`src/hw/rtl/shlt_pkg.sv`:
```
// shared types and constants of the service host limit tracker
package shlt_pkg;

  localparam int unsigned HOST_SLOTS = 16;
  localparam int unsigned ID_BITS    = 16;

  localparam int unsigned HOST_ID_W = 16;
  localparam int unsigned ID_W      = (ID_BITS < HOST_ID_W) ? ID_BITS : HOST_ID_W;
  localparam int unsigned SLOT_W    = (HOST_SLOTS > 1) ? $clog2(HOST_SLOTS) : 1;
  localparam int unsigned USED_W    = $clog2(HOST_SLOTS + 1);
  localparam int unsigned CNT_W     = 16;
  localparam int unsigned HU_W      = 5;
  localparam int unsigned CMP_W     = (USED_W > HU_W) ? USED_W : HU_W;
  localparam int unsigned TL_W      = 17;
  localparam int unsigned HL_W      = 6;
  localparam int unsigned PADDR_W   = 3;
  localparam int unsigned PDATA_W   = 32;

  localparam logic [CNT_W-1:0] CNT_MAX = '1;

  typedef enum logic [1:0] {
    MODE_CHECK   = 2'd0,
    MODE_ADD     = 2'd1,
    MODE_RELEASE = 2'd2,
    MODE_NOP     = 2'd3
  } mode_e;

  typedef enum logic {
    REG_TOTAL_LIMIT = 1'b0,
    REG_HOST_LIMIT  = 1'b1
  } reg_e;

  typedef enum logic [1:0] {
    ST_IDLE,
    ST_SCAN,
    ST_EVAL,
    ST_UPD
  } state_e;

  typedef struct packed {
    logic [ID_W-1:0]  host;
    logic [CNT_W-1:0] count;
  } entry_t;

endpackage

```
`src/hw/rtl/shlt_entry_ram.sv`:
```
// host entry memory: one write port, one registered read port
module shlt_entry_ram (
  input  logic                        clk_i,
  input  logic                        rd_en_i,
  input  logic [shlt_pkg::SLOT_W-1:0] rd_addr_i,
  output shlt_pkg::entry_t            rd_data_o,
  input  logic                        wr_en_i,
  input  logic [shlt_pkg::SLOT_W-1:0] wr_addr_i,
  input  shlt_pkg::entry_t            wr_data_i
);
  import shlt_pkg::*;

  entry_t mem_q [HOST_SLOTS];
  entry_t rd_data_q;

  always_ff @(posedge clk_i) begin
    if (wr_en_i) begin
      mem_q[wr_addr_i] <= wr_data_i;
    end
  end

  always_ff @(posedge clk_i) begin
    if (rd_en_i) begin
      rd_data_q <= mem_q[rd_addr_i];
    end
  end

  assign rd_data_o = rd_data_q;

endmodule

```
`src/hw/rtl/service_host_limit_tracker.sv`:
```
// service host limit tracker: admission checks and run counting per host
// a new item is taken only in the idle state, once the previous item is done; each item
//   is held while the host entry memory is scanned one entry per cycle through its
//   single read port, then evaluated and written back
// a finished result waits in the output register while the next item is taken
// reset: limits to -1 (unlimited), run total 0, all entry valid bits cleared at once
module service_host_limit_tracker (
  input  logic                           clk_i,
  input  logic                           rst_ni,
  input  logic                           in_valid_i,
  output logic                           in_ready_o,
  input  logic [1:0]                     mode_i,
  input  logic [shlt_pkg::HOST_ID_W-1:0] host_id_i,
  output logic                           out_valid_o,
  input  logic                           out_ready_i,
  output logic                           may_run_o,
  output logic [shlt_pkg::CNT_W-1:0]     total_runs_o,
  output logic [shlt_pkg::HU_W-1:0]      hosts_in_use_o,
  output logic                           table_overflow_o,
  input  logic                           psel,
  input  logic                           penable,
  input  logic                           pwrite,
  input  logic [shlt_pkg::PADDR_W-1:0]   paddr,
  input  logic [shlt_pkg::PDATA_W-1:0]   pwdata,
  output logic [shlt_pkg::PDATA_W-1:0]   prdata,
  output logic                           pready
);
  import shlt_pkg::*;

  state_e state_q, state_d;

  logic [TL_W-1:0]     total_limit_q;
  logic [HL_W-1:0]     host_limit_q;
  logic [CNT_W-1:0]    run_total_q;
  logic [USED_W-1:0]   used_q;
  logic [HOST_SLOTS-1:0] valid_q;

  logic [1:0]          mode_q;
  logic [ID_W-1:0]     id_q;
  logic [SLOT_W-1:0]   scan_q;
  logic                cmp_vld_q;
  logic [SLOT_W-1:0]   cmp_idx_q;
  logic                hit_q;
  logic [SLOT_W-1:0]   hit_slot_q;
  logic [CNT_W-1:0]    hit_cnt_q;
  logic                free_q;
  logic [SLOT_W-1:0]   free_slot_q;

  logic                out_valid_q;
  logic                may_run_q;
  logic [CNT_W-1:0]    total_runs_q;
  logic [HU_W-1:0]     hosts_in_use_q;
  logic                ovf_q;

  logic                accept;
  logic                proceed;
  logic                rd_en;
  entry_t              rd_data;
  logic                wr_en;
  logic [SLOT_W-1:0]   wr_addr;
  entry_t              wr_data;
  logic                cmp_hit;
  logic                cmp_free;
  logic                cfg_wr;

  logic                may_d;
  logic                ovf_d;
  logic [CNT_W-1:0]    total_d;
  logic [USED_W-1:0]   used_d;
  logic                set_vld;
  logic                clr_vld;
  logic [CNT_W-1:0]    dec_cnt;

  assign in_ready_o = (state_q == ST_IDLE);
  assign accept     = in_valid_i && in_ready_o;
  assign proceed    = !out_valid_q || out_ready_i;
  assign rd_en      = (state_q == ST_SCAN);
  assign cfg_wr     = psel && penable && pwrite && pready;

  assign cmp_hit  = cmp_vld_q && valid_q[cmp_idx_q] && (rd_data.host == id_q);
  assign cmp_free = cmp_vld_q && !valid_q[cmp_idx_q];

  shlt_entry_ram u_ram (
    .clk_i     (clk_i),
    .rd_en_i   (rd_en),
    .rd_addr_i (scan_q),
    .rd_data_o (rd_data),
    .wr_en_i   (wr_en),
    .wr_addr_i (wr_addr),
    .wr_data_i (wr_data)
  );

  always_comb begin
    state_d = state_q;
    unique case (state_q)
      ST_IDLE: begin
        if (accept) state_d = ST_SCAN;
      end
      ST_SCAN: begin
        if (scan_q == SLOT_W'(HOST_SLOTS - 1)) state_d = ST_EVAL;
      end
      ST_EVAL: state_d = ST_UPD;
      ST_UPD: begin
        if (proceed) state_d = ST_IDLE;
      end
      default: state_d = ST_IDLE;
    endcase
  end

  always_comb begin
    may_d   = 1'b0;
    ovf_d   = 1'b0;
    total_d = run_total_q;
    used_d  = used_q;
    set_vld = 1'b0;
    clr_vld = 1'b0;
    wr_en   = 1'b0;
    wr_addr = hit_slot_q;
    wr_data = '{host: id_q, count: hit_cnt_q};
    dec_cnt = (hit_cnt_q != '0) ? hit_cnt_q - 1'b1 : hit_cnt_q;
    case (mode_q)
      MODE_CHECK: begin
        may_d = 1'b1;
        if (!total_limit_q[TL_W-1] && ({1'b0, run_total_q} >= total_limit_q)) begin
          may_d = 1'b0;
        end else if (!host_limit_q[HL_W-1] && !hit_q &&
                     (CMP_W'(used_q) >= CMP_W'(host_limit_q[HL_W-2:0]))) begin
          may_d = 1'b0;
        end
      end
      MODE_ADD: begin
        if (run_total_q != CNT_MAX) total_d = run_total_q + 1'b1;
        if (hit_q) begin
          wr_en = 1'b1;
          if (hit_cnt_q != CNT_MAX) wr_data.count = hit_cnt_q + 1'b1;
        end else if (free_q) begin
          wr_en         = 1'b1;
          wr_addr       = free_slot_q;
          wr_data.count = CNT_W'(1);
          set_vld       = 1'b1;
          used_d        = used_q + 1'b1;
        end else begin
          ovf_d = 1'b1;
        end
      end
      MODE_RELEASE: begin
        if (run_total_q != '0) total_d = run_total_q - 1'b1;
        if (hit_q) begin
          wr_en         = 1'b1;
          wr_data.count = dec_cnt;
          if (dec_cnt == '0) begin
            clr_vld = 1'b1;
            used_d  = used_q - 1'b1;
          end
        end
      end
      default: begin
      end
    endcase
    wr_en = wr_en && (state_q == ST_UPD) && proceed;
  end

  always_ff @(posedge clk_i or negedge rst_ni) begin
    if (!rst_ni) begin
      state_q       <= ST_IDLE;
      total_limit_q <= '1;
      host_limit_q  <= '1;
      run_total_q   <= '0;
      used_q        <= '0;
      valid_q       <= '0;
      scan_q        <= '0;
      cmp_vld_q     <= 1'b0;
      hit_q         <= 1'b0;
      free_q        <= 1'b0;
      out_valid_q   <= 1'b0;
    end else begin
      state_q <= state_d;
      if (cfg_wr) begin
        unique case (paddr[2])
          REG_TOTAL_LIMIT: total_limit_q <= pwdata[TL_W-1:0];
          REG_HOST_LIMIT:  host_limit_q  <= pwdata[HL_W-1:0];
          default: begin
          end
        endcase
      end
      if (accept) begin
        scan_q <= '0;
        hit_q  <= 1'b0;
        free_q <= 1'b0;
      end
      if (state_q == ST_SCAN) scan_q <= scan_q + 1'b1;
      cmp_vld_q <= (state_q == ST_SCAN);
      if (cmp_hit && !hit_q) hit_q <= 1'b1;
      if (cmp_free && !free_q) free_q <= 1'b1;
      if ((state_q == ST_UPD) && proceed) begin
        out_valid_q <= 1'b1;
        run_total_q <= total_d;
        used_q      <= used_d;
        if (set_vld) valid_q[free_slot_q] <= 1'b1;
        if (clr_vld) valid_q[hit_slot_q]  <= 1'b0;
      end else if (out_valid_q && out_ready_i) begin
        out_valid_q <= 1'b0;
      end
    end
  end

  always_ff @(posedge clk_i) begin
    if (accept) begin
      mode_q <= mode_i;
      id_q   <= host_id_i[ID_W-1:0];
    end
    cmp_idx_q <= scan_q;
    if (cmp_hit && !hit_q) begin
      hit_slot_q <= cmp_idx_q;
      hit_cnt_q  <= rd_data.count;
    end
    if (cmp_free && !free_q) free_slot_q <= cmp_idx_q;
    if ((state_q == ST_UPD) && proceed) begin
      may_run_q      <= may_d;
      total_runs_q   <= total_d;
      hosts_in_use_q <= HU_W'(used_d);
      ovf_q          <= ovf_d;
    end
  end

  always_comb begin
    unique case (paddr[2])
      REG_TOTAL_LIMIT: prdata = {{(PDATA_W-TL_W){total_limit_q[TL_W-1]}}, total_limit_q};
      REG_HOST_LIMIT:  prdata = {{(PDATA_W-HL_W){host_limit_q[HL_W-1]}}, host_limit_q};
      default:         prdata = '0;
    endcase
  end

  assign pready           = 1'b1;
  assign out_valid_o      = out_valid_q;
  assign may_run_o        = may_run_q;
  assign total_runs_o     = total_runs_q;
  assign hosts_in_use_o   = hosts_in_use_q;
  assign table_overflow_o = ovf_q;

endmodule

```
`config.mk`:
```
export PLATFORM = sky130hd
export DESIGN_NAME = service_host_limit_tracker
export DESIGN_NICKNAME = d
export VERILOG_FILES = /design/src/hw/rtl/shlt_pkg.sv /design/src/hw/rtl/shlt_entry_ram.sv /design/src/hw/rtl/service_host_limit_tracker.sv
export SDC_FILE = /design/constraint.sdc
export NUM_CORES = 1
export LEC_CHECK = 0
export BUFFER_PORTS_ARGS = -buffer_cell sky130_fd_sc_hd__buf_2
export CELL_PAD_IN_SITES_DETAIL_PLACEMENT = 1
export CELL_PAD_IN_SITES_GLOBAL_PLACEMENT = 2
export CORE_MARGIN = 3
export CORE_UTILIZATION = 25
export CTS_CLUSTER_DIAMETER = 50
export DETAILED_ROUTE_END_ITERATION = 7
export HOLD_SLACK_MARGIN = 0.05
export MAX_ROUTING_LAYER = met4
export PLACE_DENSITY_LB_ADDON = 0.1
export SLEW_MARGIN = 10
export SYNTH_ARGS = -nofsm -noshare
export SYNTH_HDL_FRONTEND = slang
export SYNTH_SLANG_ARGS = --single-unit
export TNS_END_PERCENT = 30
```
`constraint.sdc`:
```
create_clock -name clk_i -period 4.7 [get_ports clk_i]
set_clock_uncertainty 0.05 [all_clocks]
set_input_delay 1.175 -clock clk_i [delete_from_list [all_inputs] [get_ports clk_i]]
set_output_delay 1.175 -clock clk_i [all_outputs]
set_load 0.05 [all_outputs]
```
After elaboration in Yosys (flattened, before gate mapping)
Memories as Yosys holds them, arrays and structs flattened. A register that Yosys moved wholly into a read port is not among the register bits. Index checks and enable logic that the tools add are counted.

Register bits after elaboration: 139. Bits in writable memories: 512. Output and inout bits: 58. Word-level logic and storage cells: 143. Memories kept: 1.

Memory list: u_ram.mem_q (words 16, width 32, read ports 1, clocked after Yosys merged registers in 1, write ports 1, line shlt_entry_ram.sv:13) `entry_t mem_q [HOST_SLOTS];`.

$add $sub $neg: 7. Order comparisons: 7. Equal/unequal tests: 12. Mux-type cells: 51. Bitwise logic cells: 6. Reductions and logical operators: 38.

Operators by type and width (count): $mux 16 (10); $pmux 16 s2 (2); $pmux 32 s2 (1); $add 16x1->16 const B (2); $ne 16x16->1 const B (2); $reduce_bool 16->1 (2); $sub 16x1->16 const B (2); $mux 1 (20); $mux 4 (5); $mux 5 (4); $ge 16x17->1 (1); $logic_and 1x1->1 (17); $and 16x16->16 (1); $eq 16x16->1 (1); $logic_not 16->1 (1); $not 16->16 (1); $or 16x16->16 (1); $lt 4x5->1 const B (3); $pmux 5 s2 (1); $demux 1 s4 (2); $ge 4x1->1 const B (2); $pmux 2 s4 (1); $reduce_bool 2->1 (4); $eq 2x2->1 const B (3); 18 further kinds (32).

Logic depth before layout (Yosys ltp)
Gate-level depths: netlist (run 1).

Depth after elaboration: 9. Mapped depth: 12.

Modules after synthesis
From an unflattened synthesis (run 1), not the netlist that was laid out.

Cell total of the unflattened synthesis: 1790. Area total of the unflattened synthesis: 29209.3 um^2.

Modules (own cells, without submodules): shlt_entry_ram (instances 1, cells an instance 838, area an instance 20155.6 um^2, seq. area each 16335.7 um^2); service_host_limit_tracker (instances 1, cells an instance 952, area an instance 9053.7 um^2, seq. area each 3812.4 um^2).

Worst setup path after synthesis (run 1)
Ideal clock, no wire load.

Kind: input-to-output. From: in paddr[2] (netlist bit). To: out prdata[17] (netlist bit). Arrival time: 3666 ps. Slack: -191 ps. Cell stages on the path: 3. Path buffers: 2. Cell sequence: clkbuf_1 -> o21ai_0 -> buf_4.

Longest elaborated chain between the ends: 2.

RTL lines: from (decl) (line service_host_limit_tracker.sv:23) `input logic [shlt_pkg::PADDR_W-1:0] paddr,`; $not 1->1; $pmux 32 s2 (*) (line service_host_limit_tracker.sv:227) `unique case (paddr[2])`; to (decl) (line service_host_limit_tracker.sv:25) `output logic [shlt_pkg::PDATA_W-1:0] prdata,`.

Every way passes the cells marked *; elsewhere a longest branch is shown, timed or not.

Worst setup path in the final report (run 1)
From: in paddr[2] (netlist bit). To: out prdata[30] (netlist bit).

Same word-level chain as after synthesis.

==> results of run 1 <==
## power by group
| group | total (uW) | internal [uW] | switching [uW] |
|---|---|---|---|
| clock | 7320 | 4380 | 2940 |
| combinational | 4730 | 2040 | 2680 |
| sequential | 8220 | 7480 | 738 |
| total | 20300 | 13900 | 6360 |
## worst min path at each step
stage / endpoint / slack [ps] / cells past startpoint
detailed placement: hit_cnt_q[8]$_DFFE_PP_ / 360 / 0
floorplan: cmp_idx_q[2]$_DFF_P_ / 300 / 0
finish: hit_cnt_q[5]$_DFFE_PP_ / 370 / 0
CTS: hit_cnt_q[8]$_DFFE_PP_ / 370 / 0
global placement: hit_cnt_q[8]$_DFFE_PP_ / 350 / 0
global route: hit_cnt_q[5]$_DFFE_PP_ / 390 / 0
## metrics by stage
step           power (uW)  hold WS, ps  area, um2  cells
2_1_floorplan       11500          295      29100   1698
3_3_place_gp        13200          353      31800   3272
3_5_place_dp        13200          358      31800   3272
4_1_cts             20700          372      35200   3462
5_1_grt             21400          389      35200   3463
6_report            20300          371      35200   3463
## per-layer routing
metal / part of all wire (%) / global-route usage, %
met4: 2.1 / 3.73
met5: 0 / -
met2: 50 / 25.1
met3: 3.4 / 2.52
met1: 45 / 19.0
## layout make-up
class	count	area share, %
Tap cell	1512	5.38
Clock inverter	67	1.83
Timing Repair Buffer	174	3.30
Sequential cell	683	57.3
Antenna cell	1	0.00712
Clock buffer	123	7.69
Multi-Input combinational cell	855	24.0
Inverter	48	0.512
## state kept, by name, indices dropped and copies added (netlist names), 6 cells and up
register,flops
hit_cnt_q,16
total_runs_o,16
host_limit_q,6
valid_q,16
u_ram.mem_q,512
id_q,16
run_total_q,16
u_ram.rd_data_o,32
total_limit_q,17
## placed cells by master (no fill, tap or decap), types with 17 or more instances in the layout
cell type / n
edfxtp_1: 609
mux4_2: 165
clkbuf_16: 105
buf_2: 98
nand2_1: 84
a21oi_1: 68
buf_4: 68
nor2_1: 60
o21ai_0: 59
inv_1: 46
dfrtp_1: 43
ha_1: 34
nand3_1: 33
nor3_1: 31
mux2_2: 27
xnor2_1: 23
dfstp_2: 23
clkinv_2: 22
xor2_1: 21
nand4_1: 18
a21o_1: 17
clkbuf_1: 17
## worst reg2reg max path: stages (launching register included)
cell      delay (ps)
edfxtp_1         460
inv_1            110
ha_1             320
nor2b_1          430
nand4_2          230
a221oi_1         350
o311ai_1         260
or4_1            840
o31a_1           360
o22ai_1          120
## cell families (layout without fill, tap and decap cells)
group	count (synthesis)	count (layout)
AO/OA/AOI/OAI	237	237
XOR/XNOR	44	44
adder cells (fa/ha/maj)	36	36
buffers and inverters	160	412
flip-flops	683	683
multiplexers	203	203
other	1	2
AND/OR/NAND/NOR	334	334
==> metrics.yaml, run 1 <==
status: "complete, no violations"
ctsHoldBuffers: 0
dominantRegCellSynth: "edfxtp_1"
ys_ff_latch: 683
tightest_slew_ps: 1210
clk_pin_slew_ps: 50
postCtsSetupBuffers: 0
worst-path-buf-inv: 3
powerDensity_nw_per_um2: 576
worst-r2r-cell-count: 9
final_util_pct: 30.6
syn_area_per_cell_um2: 17.1
synthCells: 1698
fin_tns_setup_ps: 0
r2r_slack_ps: 970
synth_xor_area_share_pct: 1.32
pin_count: 118
place_ws_ps: 818
fill_cells: 11800
drt_iter0_drc: 968
crit_start: "paddr[2]"
area_growth_pct: 20.9
slew_violations: 0
cts_resized: 0
crit_slowest_cell: "buf_2"
cts_tree: "done"
arrival_ps: 2540
hold_class: "reg -> reg"
drv_cap: 0
crit_type: "in -> out"
globalRoute.totalOverflow: 0
max_slew_margin_pct: 18.6
crit_path_start_kind: "input port"
hp-start: "u_ram.rd_data_o[5]$_DFFE_PP_"
first_pass_iters: 5
path_depth: 5
drc: 0
peakVddDrop_mv: 0.302
synth_top_family_by_area: "multiplexers"
grt.total_usage_pct: 15.0
fp.dieArea_um2: 120000
grt_pass1_wl_um: 129000
crit_path_frequent_cell: "buf_2"
ant_nets: 0
critPathMaxStageDelay_ps: 340
r2r-start: "hit_cnt_q[1]$_DFFE_PP_"
drive_gt1_share_pct: 30.6
grt_max_degree: 59
rsz0062_at_grt: "no"
crit_required_ps: 3470
ys_seq_area_share_pct: 69.3
setup_slack_ps: 934
worstSkewPairLatency_ps: 690
synth_common_cells: "edfxtp_1, mux4_2, nand2_1, nor2_1, a21oi_1"
nets: 1962
synth_compound_area_share_pct: 5.29
grt_pass1_vias: 17800
p_leak_uw: 0.0117
synth_edf_count: 609
antenna_found_initial: 1
worstReg2RegEnd: "hosts_in_use_o[1]$_DFFE_PP_"
synthAdderAreaFrac_pct: 1.55
root_buffer: "clkbuf_16"
rows: 124
synth_area_um2: 29100
cts_made_buffers: 104
period_needed_ps: 3770
dieWidth_um: 347
die_h_um: 347
fin_crit_sh_pct: 80.1
viasPerCell: 4.74
synthArstFlopShare_pct: 10.2
wire_per_inst_um: 25.3
yosys.area.top_type: "edfxtp_1"
globalplace.congestion: 0.754
hold_viol_final: 0
path_cells: "buf_2 -> nand2_1 -> o21ai_1 -> buf_4 -> buf_2"
cp_top_family: "buffers and inverters"
port-buffer-count: 99
routed-via-count: 16400
synthDominantCellAreaShare_pct: 62.9
cts_buffer_depth: 3
crit_path_end: "prdata[30]"
yosysMostFrequentCell: "edfxtp_1"
synth-simple-area-share_pct: 6.00
timing.fmax_mhz: 266
yosys-top-cells-area: "edfxtp_1, mux4_2, dfrtp_1"
synth.distinct_cells: 79
setup_viol: 0
dp_hpwl_um: 53400
core_um2: 115000
htreeDepth: 3
wl_um: 87600
cp_max_fo: 24
synthMuxAreaShare_pct: 14.2
start_util_pct: 25.3
cts.sinks: 683
regArea_um2: 20200
synth_warnings: 0
end_kind: "output port"
synth_fp_nets: 1794
multi_input_area_um2: 8420
(Power assumes the default switching activity.)
==> run 2, diff against run 1 <==
--- a/config.mk
+++ b/config.mk
@@ -5,6 +5,7 @@
 export SDC_FILE = /design/constraint.sdc
 export NUM_CORES = 1
 export LEC_CHECK = 0
+export ABC_AREA = 1
 export BUFFER_PORTS_ARGS = -buffer_cell sky130_fd_sc_hd__buf_2
 export CELL_PAD_IN_SITES_DETAIL_PLACEMENT = 1
 export CELL_PAD_IN_SITES_GLOBAL_PLACEMENT = 2
==> constraint.sdc (replaced) <==
create_clock -name clk_i -period 3.9 [get_ports clk_i]
set_clock_uncertainty 0.05 [all_clocks]
set_input_delay 0.975 -clock clk_i [delete_from_list [all_inputs] [get_ports clk_i]]
set_output_delay 0.975 -clock clk_i [all_outputs]
set_load 0.05 [all_outputs]
==> metrics.yaml, run 2 <==
status: "complete, no violations"
synthArstFlopShare_pct: 10.2
area_growth_pct: 21.2
crit_type: "reg -> reg"
globalRoute.totalOverflow: 0
yosysMostFrequentCell: "edfxtp_1"
largest-register: "u_ram.mem_q"
rsz0062_at_grt: "no"
grt_pass1_vias: 22300
root_buffer: "clkbuf_16"
hold_viol_final: 0
instances_no_fill: 4326
yosys.area.top_type: "edfxtp_1"
cts.sinks: 683
cts_buffer_depth: 3
antenna_found_initial: 2
start_util_pct: 25.3
htreeDepth: 3
rows: 125
powerDensity_nw_per_um2: 747
grt.total_usage_pct: 16.8
synth_warnings: 0
timing.fmax_mhz: 296
dominantRegCellSynth: "edfxtp_1"
worst-r2r-cell-count: 9
ant_nets: 0
end_kind: "flip-flop"
globalplace.congestion: 0.783
path_cells: "inv_1 -> ha_1 -> clkinv_1 -> nor2_1 -> inv_1 -> o21ai_0 -> nand2_1 -> nor2_4 -> buf_4"
cts_made_buffers: 102
core_um2: 117000
largest_reg_flops: 512
synth_common_cells: "edfxtp_1, o21ai_0, nor2_1, nand2_1, a21oi_1"
layout_common_cells: "edfxtp_1, o21ai_0, nand2_1"
min_path_cells: 0
fp.dieArea_um2: 123000
wl_um: 100000
cts_resized: 0
crit_slowest_cell: "o21ai_0"
drt_iter0_drc: 1218
port-buffer-count: 99
synth_area_um2: 29600
worst-path-buf-inv: 4
synth.distinct_cells: 54
p_leak_uw: 0.0127
die_h_um: 350
dieWidth_um: 350
postCtsSetupBuffers: 0
peakVddDrop_mv: 0.419
final_util_pct: 30.7
cts_tree: "done"
tightest_slew_ps: 941
first_pass_iters: 5
clk_pin_slew_ps: 60
yosys-top-cells-area: "edfxtp_1, o21ai_0, dfrtp_1"
max_slew_margin_pct: 37.3
drive_gt1_share_pct: 17.0
routed-via-count: 20800
worstSkewPairLatency_ps: 690
drc: 0
fill_cells: 12700
path_depth: 9
mostFrequentLayoutCell: "edfxtp_1"
viasPerCell: 4.80
place_inst: 4133
synth_edf_count: 609
synthCells: 2564
period_needed_ps: 3380
fin_crit_sh_pct: 86.7
ys_ff_latch: 683
grt_max_degree: 88
hold_class: "reg -> reg"
arrival_ps: 3660
nets: 2809
crit_path_start_kind: "flip-flop"
synth_fp_nets: 2660
crit_path_frequent_cell: "inv_1"
setup_viol: 0
critPathMaxStageDelay_ps: 580
fin_hold_ws_ps: 342
wire_per_inst_um: 23.1
grt_pass1_wl_um: 150000
ctsHoldBuffers: 0
synthDominantCellAreaShare_pct: 61.7
crit_required_ps: 4180
pin_count: 118
cp_max_fo: 22
syn_area_per_cell_um2: 11.6
dp_hpwl_um: 61900
slew_violations: 0
cp_top_family: "simple AND/OR/NAND/NOR gates"
drv_cap: 0
ys_seq_area_share_pct: 68.0
run 2: changes by cell type after synthesis, sizes merged, moves of 124 or more:
cell   before  now
a21oi      68  192
inv        46  185
mux4      165    0
nand2      84  291
nor2       76  309
o21ai      62  328
run 2: kinds of logic after synthesis:
kind of cell    share of synthesized area (%)
buf+inv                                  4.72
compound gates                           14.6
flops                                    68.0
fa+ha+maj                                1.52
mux                                    0.0338
simple gates                             10.8
other cells                            0.0126
xor+xnor                                0.325
run 2: final cells by class:
cell class	count	area [um2]	area share, %
Antenna cell	1	2.50	0.00696
Multi-Input combinational cell	1538	8240	22.9
Clock buffer	120	2650	7.37
Inverter	186	703	1.96
Timing Repair Buffer	202	1500	4.16
Tap cell	1524	1910	5.31
Clock inverter	72	782	2.18
Sequential cell	683	20200	56.1
run 2: worst paths after layout:
kind / slack, ps / startpoint / end
worst max-delay path: 520 / mode_q[1]$_DFFE_PP_ / u_ram.mem_q[7][0]$_DFFE_PP_
worst min-delay path: 340 / u_ram.rd_data_o[0]$_DFFE_PP_ / hit_cnt_q[0]$_DFFE_PP_
worst max register to register: 520 / mode_q[1]$_DFFE_PP_ / u_ram.mem_q[7][0]$_DFFE_PP_
worst min register to register: 340 / u_ram.rd_data_o[0]$_DFFE_PP_ / hit_cnt_q[0]$_DFFE_PP_
max in group asynchronous: 2600 / rst_ni / host_limit_q[2]$_DFFE_PN1P_
min in group asynchronous: 390 / rst_ni / run_total_q[12]$_DFFE_PN0P_
run 2: power breakdown:
part	leakage [uW]	total (uW)	switching [uW]	internal [uW]
Clock	0.00165	9180	3600	5580
Combinational	0.00474	7890	5770	2110
Sequential	0.00632	9770	608	9160
Total	0.0127	26800	9980	16900
run 2: per-stage QoR:
step	area (um2)	setup TNS, ps	setup WS [ps]	total power, uW
after floorplan	29600	-61110	-138	14500
after global placement	32500	0	474	17900
after detailed placement	32500	0	469	18000
after CTS	35900	0	512	27400
after global routing	35900	0	296	28500
final	35900	0	518	26800
run 2: per-layer routing:
metal / global-route usage (%) / up-vias / routed length [um]
met2: 27.6 / 339 / 47800
li1: - / 9655 / -
met1: 21.8 / 10600 / 46700
met4: 4.32 / 0 / 2250
met3: 2.41 / 162 / 3270
met5: - / - / 0
